**src/rtl/cbrm_pkg.sv**
```systemverilog
// ----------------------------------------------------------------------------
// cbrm_pkg
// Shared types and codes for the cubic Bezier relative mover: input command
// codes, configuration register indexes, multiply step codes and the command
// bundle that the controller hands to the datapath.
// ----------------------------------------------------------------------------
package cbrm_pkg;

  // Input command codes
  localparam logic CMD_START  = 1'b0;
  localparam logic CMD_UPDATE = 1'b1;

  // Configuration register indexes
  localparam int CFG_IDX_W = 3;

  typedef enum logic [CFG_IDX_W-1:0] {
    CFG_CTRL1_X = 3'd0,
    CFG_CTRL1_Y = 3'd1,
    CFG_CTRL2_X = 3'd2,
    CFG_CTRL2_Y = 3'd3,
    CFG_END_X   = 3'd4,
    CFG_END_Y   = 3'd5
  } cfg_idx_t;

  // Multiply steps in issue order; each product is consumed in the cycle after its issue
  localparam int STEP_W = 4;

  typedef enum logic [STEP_W-1:0] {
    STEP_TT  = 4'd0,   // t * t
    STEP_UU  = 4'd1,   // u * u
    STEP_W3  = 4'd2,   // tt * t
    STEP_W1  = 4'd3,   // uu * t, weighted by three
    STEP_W2  = 4'd4,   // tt * u, weighted by three
    STEP_C1X = 4'd5,   // w1 * ctrl1_x
    STEP_C2X = 4'd6,   // w2 * ctrl2_x
    STEP_EX  = 4'd7,   // w3 * end_x
    STEP_C1Y = 4'd8,   // w1 * ctrl1_y
    STEP_C2Y = 4'd9,   // w2 * ctrl2_y
    STEP_EY  = 4'd10   // w3 * end_y
  } step_t;

  // Last run count: the step after the last issue, in which the product register drains
  localparam logic [STEP_W-1:0] RUN_LAST = 4'd11;

  // Controller to datapath commands
  typedef struct packed {
    logic  latch;     // start item: take current position as origin and last
    logic  load;      // update item: capture time and position
    logic  drift;     // shift origin by outside movement
    logic  mul_go;    // issue a multiply this cycle
    step_t mul_step;  // which multiply
    logic  finish;    // form new position into the output register
  } cmd_t;

endpackage

```
**src/rtl/cbrm_ctrl.sv**
```systemverilog
// ----------------------------------------------------------------------------
// cbrm_ctrl
// Sequencer for the mover: handles the input and result handshakes and steps
// the datapath through the shared-multiplier schedule.
// ----------------------------------------------------------------------------
module cbrm_ctrl (
  input  logic               clk,
  input  logic               rst_n,
  input  logic               in_valid,
  output logic               in_ready,
  input  logic               in_command,
  input  logic               in_halted,
  output logic               out_valid,
  input  logic               out_ready,
  output cbrm_pkg::cmd_t     cmd
);

  typedef enum logic [1:0] {
    ST_IDLE,
    ST_RUN,
    ST_FIN
  } state_t;

  state_t                          state_r;
  logic [cbrm_pkg::STEP_W-1:0]     cnt_r;
  logic                            out_valid_r;
  logic                            accept;
  logic                            do_update;
  logic                            fin_go;

  assign in_ready  = (state_r == ST_IDLE);
  assign out_valid = out_valid_r;
  assign accept    = in_valid && in_ready;
  assign do_update = (in_command == cbrm_pkg::CMD_UPDATE) && !in_halted;
  assign fin_go    = (state_r == ST_FIN) && (!out_valid_r || out_ready);

  // Decode datapath commands from state and count
  always_comb begin
    cmd.latch    = accept && (in_command == cbrm_pkg::CMD_START);
    cmd.load     = accept && do_update;
    cmd.drift    = (state_r == ST_RUN) && (cnt_r == '0);
    cmd.mul_go   = (state_r == ST_RUN) && (cnt_r <= cbrm_pkg::STEP_EY);
    cmd.mul_step = cmd.mul_go ? cbrm_pkg::step_t'(cnt_r) : cbrm_pkg::STEP_TT;
    cmd.finish   = fin_go;
  end

  // State, step count and result valid
  always_ff @(posedge clk) begin
    if (!rst_n) begin
      state_r     <= ST_IDLE;
      cnt_r       <= '0;
      out_valid_r <= 1'b0;
    end else begin
      // Raise the result as it lands; drop it once transferred
      if (fin_go) begin
        out_valid_r <= 1'b1;
      end else if (out_valid_r && out_ready) begin
        out_valid_r <= 1'b0;
      end
      unique case (state_r)
        ST_IDLE: begin
          cnt_r <= '0;
          if (accept && do_update) begin
            state_r <= ST_RUN;
          end
        end
        ST_RUN: begin
          cnt_r <= cnt_r + 1'b1;
          if (cnt_r == cbrm_pkg::RUN_LAST) begin
            state_r <= ST_FIN;
          end
        end
        ST_FIN: begin
          // Hold until the result register is free
          if (fin_go) begin
            state_r <= ST_IDLE;
          end
        end
        default: begin
          state_r <= ST_IDLE;
        end
      endcase
    end
  end

endmodule

```
**src/rtl/cbrm_dp.sv**
```systemverilog
// ----------------------------------------------------------------------------
// cbrm_dp
// Datapath for the mover: configuration registers, position state, one shared
// signed multiplier with a product register, weight and offset accumulation,
// saturation and the result register.
// ----------------------------------------------------------------------------
module cbrm_dp #(
  parameter int COORD_BITS     = 24,
  parameter int TIME_FRAC_BITS = 16
) (
  input  logic                             clk,
  input  logic                             rst_n,
  input  cbrm_pkg::cmd_t                   cmd,
  input  logic [TIME_FRAC_BITS:0]          in_time_frac,
  input  logic signed [COORD_BITS-1:0]     in_cur_x,
  input  logic signed [COORD_BITS-1:0]     in_cur_y,
  input  logic                             cfg_we,
  input  logic [cbrm_pkg::CFG_IDX_W-1:0]   cfg_index,
  input  logic [COORD_BITS-1:0]            cfg_data,
  output logic signed [COORD_BITS-1:0]     out_new_x,
  output logic signed [COORD_BITS-1:0]     out_new_y
);

  localparam int C  = COORD_BITS;
  localparam int F  = TIME_FRAC_BITS;
  localparam int TW = F + 1;                       // time and weight width
  localparam int BW = (C > TW + 1) ? C : TW + 1;   // multiplier B operand
  localparam int PW = TW + 1 + BW;                 // product width
  localparam int AW = TW + C + 1;                  // offset accumulator width
  localparam int UW = 2 * TW + 2;                  // weight rounding width
  localparam int SW = C + 2;                       // pre-saturation width

  localparam logic [TW-1:0]          ONE_T  = TW'(1) << F;
  localparam logic [UW-1:0]          HALF_U = UW'(1) << (F - 1);
  localparam logic signed [AW-1:0]   HALF_S = AW'(1) << (F - 1);
  localparam logic signed [C-1:0]    CMAX   = {1'b0, {(C-1){1'b1}}};
  localparam logic signed [C-1:0]    CMIN   = {1'b1, {(C-1){1'b0}}};
  localparam logic signed [SW-1:0]   CMAX_E = SW'(CMAX);
  localparam logic signed [SW-1:0]   CMIN_E = SW'(CMIN);

  // Clamp to the signed coordinate range
  function automatic logic signed [C-1:0] sat_f(input logic signed [SW-1:0] v);
    logic signed [C-1:0] r;
    if (v > CMAX_E) begin
      r = CMAX;
    end else if (v < CMIN_E) begin
      r = CMIN;
    end else begin
      r = v[C-1:0];
    end
    return r;
  endfunction

  // Configuration
  logic signed [C-1:0] ctrl1_x_r, ctrl1_y_r, ctrl2_x_r, ctrl2_y_r, end_x_r, end_y_r;

  // Position state
  logic signed [C-1:0] origin_x_r, origin_y_r, last_x_r, last_y_r;
  logic signed [C-1:0] cur_x_r, cur_y_r;

  // Time terms and weights
  logic [TW-1:0] t_r, u_r, tt_r, uu_r, w1_r, w2_r, w3_r;
  logic [TW-1:0] t_cl;

  // Multiplier
  logic [TW-1:0]          wa;
  logic [TW-1:0]          tb;
  logic signed [C-1:0]    cb;
  logic                   use_c;
  logic signed [TW:0]     ma;
  logic signed [BW-1:0]   mb_c;
  logic signed [BW-1:0]   mb_t;
  logic signed [BW-1:0]   mb;
  logic signed [PW-1:0]   prod_r;
  logic                   pvld_r;
  cbrm_pkg::step_t        pstep_r;

  // Product consumption
  logic [UW-1:0]          u1;
  logic [UW-1:0]          rnd1;
  logic [UW-1:0]          rnd3;
  logic [TW-1:0]          r1;
  logic [TW-1:0]          r3;
  logic signed [AW-1:0]   ps;
  logic signed [AW-1:0]   sum_a;
  logic signed [AW-1:0]   acc_r;
  logic signed [C-1:0]    offx_r, offy_r;

  // Position arithmetic
  logic signed [SW-1:0]   drift_x, drift_y;
  logic signed [C-1:0]    new_x, new_y;
  logic signed [C-1:0]    out_new_x_r, out_new_y_r;

  assign out_new_x = out_new_x_r;
  assign out_new_y = out_new_y_r;

  // Clamp time to one
  assign t_cl = (in_time_frac > ONE_T) ? ONE_T : in_time_frac;

  // Select multiplier operands
  always_comb begin
    wa    = t_r;
    tb    = t_r;
    cb    = ctrl1_x_r;
    use_c = 1'b0;
    unique case (cmd.mul_step)
      cbrm_pkg::STEP_TT:  begin wa = t_r;  tb = t_r;                   end
      cbrm_pkg::STEP_UU:  begin wa = u_r;  tb = u_r;                   end
      cbrm_pkg::STEP_W3:  begin wa = tt_r; tb = t_r;                   end
      cbrm_pkg::STEP_W1:  begin wa = uu_r; tb = t_r;                   end
      cbrm_pkg::STEP_W2:  begin wa = tt_r; tb = u_r;                   end
      cbrm_pkg::STEP_C1X: begin wa = w1_r; cb = ctrl1_x_r; use_c = 1'b1; end
      cbrm_pkg::STEP_C2X: begin wa = w2_r; cb = ctrl2_x_r; use_c = 1'b1; end
      cbrm_pkg::STEP_EX:  begin wa = w3_r; cb = end_x_r;   use_c = 1'b1; end
      cbrm_pkg::STEP_C1Y: begin wa = w1_r; cb = ctrl1_y_r; use_c = 1'b1; end
      cbrm_pkg::STEP_C2Y: begin wa = w2_r; cb = ctrl2_y_r; use_c = 1'b1; end
      cbrm_pkg::STEP_EY:  begin wa = w3_r; cb = end_y_r;   use_c = 1'b1; end
      default: begin
        wa = t_r;
      end
    endcase
  end

  assign ma   = $signed({1'b0, wa});
  assign mb_c = BW'(cb);
  assign mb_t = $signed(BW'(tb));
  assign mb   = use_c ? mb_c : mb_t;

  // Round the registered product: plain, tripled, or into the accumulator
  assign u1    = UW'(prod_r[2*TW-1:0]);
  assign rnd1  = u1 + HALF_U;
  assign rnd3  = (u1 << 1) + u1 + HALF_U;
  assign r1    = rnd1[F +: TW];
  assign r3    = rnd3[F +: TW];
  assign ps    = $signed(prod_r[AW-1:0]);
  assign sum_a = acc_r + ps;

  // Shift origin by outside movement; form the new position
  assign drift_x = SW'(origin_x_r) + SW'(cur_x_r) - SW'(last_x_r);
  assign drift_y = SW'(origin_y_r) + SW'(cur_y_r) - SW'(last_y_r);
  assign new_x   = sat_f(SW'(origin_x_r) + SW'(offx_r));
  assign new_y   = sat_f(SW'(origin_y_r) + SW'(offy_r));

  // Configuration writes; unknown indexes drop
  always_ff @(posedge clk) begin
    if (!rst_n) begin
      ctrl1_x_r <= '0;
      ctrl1_y_r <= '0;
      ctrl2_x_r <= '0;
      ctrl2_y_r <= '0;
      end_x_r   <= '0;
      end_y_r   <= '0;
    end else if (cfg_we) begin
      unique case (cfg_index)
        cbrm_pkg::CFG_CTRL1_X: ctrl1_x_r <= cfg_data;
        cbrm_pkg::CFG_CTRL1_Y: ctrl1_y_r <= cfg_data;
        cbrm_pkg::CFG_CTRL2_X: ctrl2_x_r <= cfg_data;
        cbrm_pkg::CFG_CTRL2_Y: ctrl2_y_r <= cfg_data;
        cbrm_pkg::CFG_END_X:   end_x_r   <= cfg_data;
        cbrm_pkg::CFG_END_Y:   end_y_r   <= cfg_data;
        default: begin
        end
      endcase
    end
  end

  // Origin and last position
  always_ff @(posedge clk) begin
    if (!rst_n) begin
      origin_x_r <= '0;
      origin_y_r <= '0;
      last_x_r   <= '0;
      last_y_r   <= '0;
    end else begin
      if (cmd.latch) begin
        origin_x_r <= in_cur_x;
        origin_y_r <= in_cur_y;
        last_x_r   <= in_cur_x;
        last_y_r   <= in_cur_y;
      end else if (cmd.drift) begin
        origin_x_r <= sat_f(drift_x);
        origin_y_r <= sat_f(drift_y);
      end else if (cmd.finish) begin
        last_x_r <= new_x;
        last_y_r <= new_y;
      end
    end
  end

  // Capture the update item
  always_ff @(posedge clk) begin
    if (cmd.load) begin
      t_r     <= t_cl;
      u_r     <= ONE_T - t_cl;
      cur_x_r <= in_cur_x;
      cur_y_r <= in_cur_y;
    end
  end

  // Product register
  always_ff @(posedge clk) begin
    if (!rst_n) begin
      pvld_r <= 1'b0;
    end else begin
      pvld_r <= cmd.mul_go;
    end
  end

  always_ff @(posedge clk) begin
    if (cmd.mul_go) begin
      prod_r  <= ma * mb;
      pstep_r <= cmd.mul_step;
    end
  end

  // Consume the product issued last cycle
  always_ff @(posedge clk) begin
    if (pvld_r) begin
      unique case (pstep_r)
        cbrm_pkg::STEP_TT:  tt_r   <= r1;
        cbrm_pkg::STEP_UU:  uu_r   <= r1;
        cbrm_pkg::STEP_W3:  w3_r   <= r1;
        cbrm_pkg::STEP_W1:  w1_r   <= r3;
        cbrm_pkg::STEP_W2:  w2_r   <= r3;
        cbrm_pkg::STEP_C1X: acc_r  <= ps + HALF_S;
        cbrm_pkg::STEP_C2X: acc_r  <= sum_a;
        cbrm_pkg::STEP_EX:  offx_r <= sat_f(sum_a[AW-1:F]);
        cbrm_pkg::STEP_C1Y: acc_r  <= ps + HALF_S;
        cbrm_pkg::STEP_C2Y: acc_r  <= sum_a;
        cbrm_pkg::STEP_EY:  offy_r <= sat_f(sum_a[AW-1:F]);
        default: begin
        end
      endcase
    end
  end

  // Result register
  always_ff @(posedge clk) begin
    if (cmd.finish) begin
      out_new_x_r <= new_x;
      out_new_y_r <= new_y;
    end
  end

endmodule

```
**src/rtl/cubic_bezier_relative_mover_top.sv**
```systemverilog
// ----------------------------------------------------------------------------
// cubic_bezier_relative_mover_top
// Moves an object along a 2D cubic Bezier offset from a latched start point.
// ----------------------------------------------------------------------------
// Usage:
//   Input channel (in_valid/in_ready): in_command selects start or update.
//   A start transfer latches in_cur_x/in_cur_y as origin and last position
//   and gives no result; a halted update is taken and dropped.
//   An update transfer gives one result on out_valid/out_ready: new_x/new_y.
//   An update holds the input until its result is formed; start and halted
//   items do not hold it. The schedule is eleven dependent multiplies on one
//   shared multiplier, each consumed in the cycle after its issue.
//   The result sits in an output register; a new item is taken while it
//   waits. If the receiver stalls, the next update holds in its last step
//   until the register frees.
//   Configuration (cfg_we/cfg_index/cfg_data) is to be written by the user
//   only while idle; the block itself does not enforce it.
//   Reset (rst_n low, synchronous) clears configuration, origin and last
//   position to zero and drops any pending result.
// ----------------------------------------------------------------------------
module cubic_bezier_relative_mover_top #(
  parameter int COORD_BITS     = 24,
  parameter int TIME_FRAC_BITS = 16
) (
  input  logic                             clk,
  input  logic                             rst_n,
  input  logic                             in_valid,
  output logic                             in_ready,
  input  logic                             in_command,
  input  logic                             in_halted,
  input  logic [TIME_FRAC_BITS:0]          in_time_frac,
  input  logic signed [COORD_BITS-1:0]     in_cur_x,
  input  logic signed [COORD_BITS-1:0]     in_cur_y,
  output logic                             out_valid,
  input  logic                             out_ready,
  output logic signed [COORD_BITS-1:0]     out_new_x,
  output logic signed [COORD_BITS-1:0]     out_new_y,
  input  logic                             cfg_we,
  input  logic [cbrm_pkg::CFG_IDX_W-1:0]   cfg_index,
  input  logic [COORD_BITS-1:0]            cfg_data
);

  cbrm_pkg::cmd_t cmd;

  // Sequencer
  cbrm_ctrl u_ctrl (
    .clk        (clk),
    .rst_n      (rst_n),
    .in_valid   (in_valid),
    .in_ready   (in_ready),
    .in_command (in_command),
    .in_halted  (in_halted),
    .out_valid  (out_valid),
    .out_ready  (out_ready),
    .cmd        (cmd)
  );

  // Arithmetic and state
  cbrm_dp #(
    .COORD_BITS     (COORD_BITS),
    .TIME_FRAC_BITS (TIME_FRAC_BITS)
  ) u_dp (
    .clk          (clk),
    .rst_n        (rst_n),
    .cmd          (cmd),
    .in_time_frac (in_time_frac),
    .in_cur_x     (in_cur_x),
    .in_cur_y     (in_cur_y),
    .cfg_we       (cfg_we),
    .cfg_index    (cfg_index),
    .cfg_data     (cfg_data),
    .out_new_x    (out_new_x),
    .out_new_y    (out_new_y)
  );

endmodule

```
**config.mk**
```make
export PLATFORM = sky130hd
export DESIGN_NAME = cubic_bezier_relative_mover_top
export DESIGN_NICKNAME = d
export VERILOG_FILES = /design/src/rtl/cbrm_pkg.sv /design/src/rtl/cbrm_ctrl.sv /design/src/rtl/cbrm_dp.sv /design/src/rtl/cubic_bezier_relative_mover_top.sv
export SDC_FILE = /design/constraint.sdc
export NUM_CORES = 2
export LEC_CHECK = 0
export BUFFER_PORTS_ARGS = -buffer_cell sky130_fd_sc_hd__buf_2
export CAP_MARGIN = 0
export CORE_AREA = 2 2 314 316
export DETAILED_ROUTE_END_ITERATION = 8
export DIE_AREA = 0 0 316 318
export PLACE_DENSITY = 0.73
export SETUP_SLACK_MARGIN = 0.15
export SYNTH_ARGS = -nofsm -noshare
export SYNTH_HDL_FRONTEND = slang
export SYNTH_SLANG_ARGS = --single-unit
```
**constraint.sdc**
```tcl
create_clock -name clk -period 10.8 [get_ports clk]
set_input_delay 3.24 -clock clk [delete_from_list [all_inputs] [get_ports clk]]
set_output_delay 3.24 -clock clk [all_outputs]
set_load 0.02 [all_outputs]
```
Word-level counts from Yosys, hierarchy flattened
Index checks and enable logic that the tools add are counted.

Add/sub/neg operators: 13. $mul: 1. Magnitude comparators: 12. Equality and inequality tests: 32. Mux-type cells: 35. Bitwise logic cells: 1. Reductions and logical operators: 44.

Operators by type and width (count): $mux 24 (21); $gt 26x24->1 const B (5); $lt 26x24->1 const B (5); $pmux 24 s5 (1); $pmux 17 s6 (1); $add 24x24->25 (4); $pmux 42 s2 (1); $add 33x16->33 const B (2); $sub 25x24->26 (2); $add 42x17->42 const B (1); $add 42x42->42 (1); $mul 18x24->42 (1); $mux 17 (2); $add 33x33->33 (1); $eq 4x3->1 const B (8); $reduce_and 2->1 (15); $eq 4x4->1 const B (7); $gt 17x17->1 const B (1); $sub 17x17->17 const A (1); $eq 4x2->1 const B (4); $reduce_or 2->1 (7); $reduce_bool 2->1 (5); $eq 4x1->1 const B (2); $logic_and 1x1->1 (8); other kinds (22) (32).

Bits in registers: 599. Input port bits: 99. Output and inout bits: 50. Logic and storage cells: 168.

Longest topological paths before layout
Word-level depth: 8. Depth in mapped cells: 43. Mapped depth without buffers: 36.

By module
From an unflattened synthesis, not the netlist that was laid out.

Cells, all modules: 5189. Area total of the unflattened synthesis: 48440.2 um^2.

By module, submodules not included: cbrm_dp (instances 1, cells each 5132, area an instance 47982.3 um^2, seq. area each 15334.7 um^2); cbrm_ctrl (instances 1, cells each 57, area an instance 457.9 um^2, seq. area each 140.1 um^2).

Worst setup path before layout
Ideal clock, no wire load.

Kind: input to register. Start point: in in_valid. End point: reg u_dp.cur_x_r[0], enable pin. Setup time: 641 ps. Data arrival time: 9285 ps. Data required time: 10159 ps. Slack: 874 ps. Stages on the path: 2. Path buffers: 0. Cell sequence: nand2_1 -> nor3b_1.

RTL lines: start, declared (line cubic_bezier_relative_mover_top.sv:27) `input logic in_valid,`; end signal, assigned (line cbrm_dp.sv:195) `cur_x_r <= in_cur_x;`; end, declared (line cbrm_dp.sv:59) `logic signed [C-1:0] cur_x_r, cur_y_r;`.

==> run summary <==
Hold Violations, Final: 0
Synth Area per Inst: 9.229 sq um
Cell repeated most along the worst path: fa_1
Clock power share: 24.7%
Setup TNS: 0 ns
Worst Path Buf+Inv: 3
Clk_lat worst skew: 0.63 ns
Global route total overflow: 0
Cell-internal power: 6.068 mW
Leak pwr: 23.10 nW
Largest fanout on the critical path: 25
Fin nets: 6,162
Hold Crit Start: u_dp.ctrl2_x_r[13]
EDFF count, synth: 350
Final setup vio count: 0
Dpl hpwl: 103,600 microns
Synth top area cells: edfxtp_1, fa_1, dfxtp_1, ha_1, nand2_1
Crit path launch: u_ctrl.cnt_r[0]
Placed cell areas: 50,220 sq um
TritonCTS Buffers: 68
H-tree depth: 3
Fin util: 54.23%
Slowest stage delay, CP: 0.76 ns
Leading area contributor after synthesis: edfxtp_1
Clk root buf: clkbuf_16
Clk_skew: 0.03533 ns
Crit end category: register
Element type at the critical path start: register
Aggregate global-route resource usage: 26.94%
Reg2reg start: u_ctrl.cnt_r[0]
Post-synthesis sequential area ratio: 32.10%
Netlist cell types: 88
Final period util: 94.45%
Main synth FF type: edfxtp_1
Seq pwr share: 28.9%
Vias: 38,830
Via density: 5.846
Die Area: 100,500 sq um
CP Data Arrival Time: 10.55 ns
Row Count: 115
Crit path time final: 10.20 ns
Initial Util: 49.49%
Die height: 318 microns
Peak Freq: 98.04 MHz
Pwr/cell area: 190.9 nW/um^2
Clock tree sinks: 598
Post-synth top area share: 21.80%
Post-CTS Hold Fix Bufs: 0
Port Buffers: 148
P_sw: 4.014 mW
First-pass GRT wire length: 212,600 microns
Top Ports: 149
Mapped Area: 48,210 sq um
Clk pin slew, worst setup/hold paths: 0.06 ns
Worst-Margin Slew: 1.198 ns
Maximum vdd drop: 0.2554 mV
Vias in the first global route: 38,377
Critical path's top delay family: adder cells
Gate Count Post-Synth: 5,224
Status: completed
Synth-to-layout area growth: 9.574%
Asr flop ratio synth: 0%
Initial antenna violation count: 0
Net Sw Frac: 39.81%
Most frequent cells in the layout: nand2_1, inv_1, fa_1, nor2_1, a21oi_1
Worst Setup Path Type: reg -> reg
Fin area: 52,830 sq um
Synth Register Bits: 598
CP max-delay cell: or3_2
First drt pass iteration count: 9
Worst Path Required: 11.15 ns
Slew Limit Fails: 0
Unrepaired setup endpoints after global routing: false
Initial drt markers: 3,930
Net Count, Synth: 6,082
Bufs on Longest Clock Path: 3
Tightest Hold Check Type: reg -> reg
Core area: 97,410 sq um
Max-cap viol count: 0
Ant diodes: 0
GP Congestion: 0.9505
Largest net degree at the start of global routing: 103
Slew HR: 19.49%
Post-Route WL: 136,800 microns
Reg2reg setup slack: 0.60 ns
Die X: 316 microns
Layout cells sized above 1: 7.526%
Logic pwr share: 46.4%
Synth warn: 0
Routed Antenna Nets: 0
CTS tree: yes
DRC: 0
Most common cell after layout, fill and taps aside: nand2_1
WL/cell: 20.60 microns
[worst reg2reg max path: cells and delay by family (launching register included)]
family,cells,cell delay [ns]
buf+inv,3,0.50
flops,1,0.52
simple gates,8,2.36
xor+xnor,1,0.09
fa+ha+maj,8,3.65
compound gates,12,2.83
[metrics by stage]
stage | power, mW | hold slack (ns) | setup slack (ns) | std cells
finish | 10.08 | 0.4545 | 0.5999 | 6642
global route | 10.69 | 0.4713 | 0.1762 | 6642
CTS | 10.02 | 0.4538 | 0.3674 | 6622
detailed placement | 7.520 | 0.4458 | 0.4053 | 6501
global placement | 7.423 | 0.4409 | 0.6309 | 6501
floorplan | 6.273 | 0.4357 | 0.8744 | 5224
[routing by layer]
layer  share of wire [%]  global-route usage [%]  vias up
met5               0.070                       0        -
met4                 4.6                   12.35        2
met3                 7.4                   4.017      376
met2                  48                   44.44     1738
met1                  40                   34.89    19014
li1                    -                       -    17700
[Yosys cell counts, types with 9 or more instances]
cell type	count
o21ai_0	182
nor2_1	384
o31ai_1	12
nor4_1	11
inv_1	701
dfxtp_1	248
xnor2_1	130
a222oi_1	48
o21a_1	33
a221oi_1	18
and3_1	34
o211ai_1	24
a31oi_1	51
xor2_1	78
and2_1	39
nor3_1	76
nor2b_1	69
a211oi_1	32
o221ai_1	9
a21o_1	88
buf_2	16
buf_1	17
or3_1	30
fa_1	452
ha_1	307
clkbuf_1	180
nand2b_1	44
o21ai_1	9
a22o_1	25
buf_4	10
edfxtp_1	350
nand3_1	63
a22oi_1	28
a21oi_1	368
o21bai_1	34
nor3b_1	9
mux2i_1	22
nand4_1	27
nand2_1	813
[final cells by class]
type	instances	area [sq um]
clock buffer	91	1914
clock inverter	30	452.9
fill	8565	44590
inverter	702	2640
multi-input combinational	3695	29220
sequential	598	15470
tap	1287	1610
timing repair buffer	239	1511
[power by group through the flow]
stage	clock [mW]	sequential [mW]	combinational, mW
floorplan	0	2.90	3.38
global placement	0	2.96	4.47
detailed placement	0	2.96	4.56
CTS	2.52	2.91	4.59
global route	2.60	2.92	5.17
finish	2.49	2.91	4.67
[flip-flops by register name, summed over array words and instances (netlist names), 24 cells and up]
register	cells
u_dp.cur_y_r	24
u_dp.out_new_y	24
u_dp.last_x_r	24
u_dp.end_x_r	24
u_dp.ctrl1_x_r	24
u_dp.ctrl2_x_r	24
u_dp.offx_r	24
u_dp.offy_r	24
u_dp.acc_r	42
u_dp.prod_r	42
u_dp.end_y_r	24
u_dp.origin_x_r	24
u_dp.out_new_x	24
u_dp.ctrl2_y_r	24
u_dp.cur_x_r	24
u_dp.origin_y_r	24
u_dp.last_y_r	24
u_dp.ctrl1_y_r	24
[logic make-up (layout without fill, tap and decap cells)]
family,after synthesis,in the layout,share of synthesized area (%)
XOR/XNOR,208,208,3.779
buffers and inverters,931,1062,7.462
AO/OA/AOI/OAI,1064,1064,14.46
adder cells (fa/ha/maj),765,765,26.86
multiplexers,28,28,0.5969
flip-flops,598,598,32.10
AND/OR/NAND/NOR,1630,1630,14.74
[worst paths after layout]
kind | to | cells past startpoint
setup / recovery | u_dp.prod_r[40] | 32
hold / removal | u_dp.ctrl2_x_r[13] | 2
setup reg to reg | u_dp.prod_r[40] | 32
hold reg to reg | u_dp.ctrl2_x_r[13] | 2
[what timing repair did]
action,CTS,global route
resized for setup,0,3
endpoints found under the setup margin,0,11
setup buffers,0,20
No activity file was read; power rests on OpenSTA's default activity.
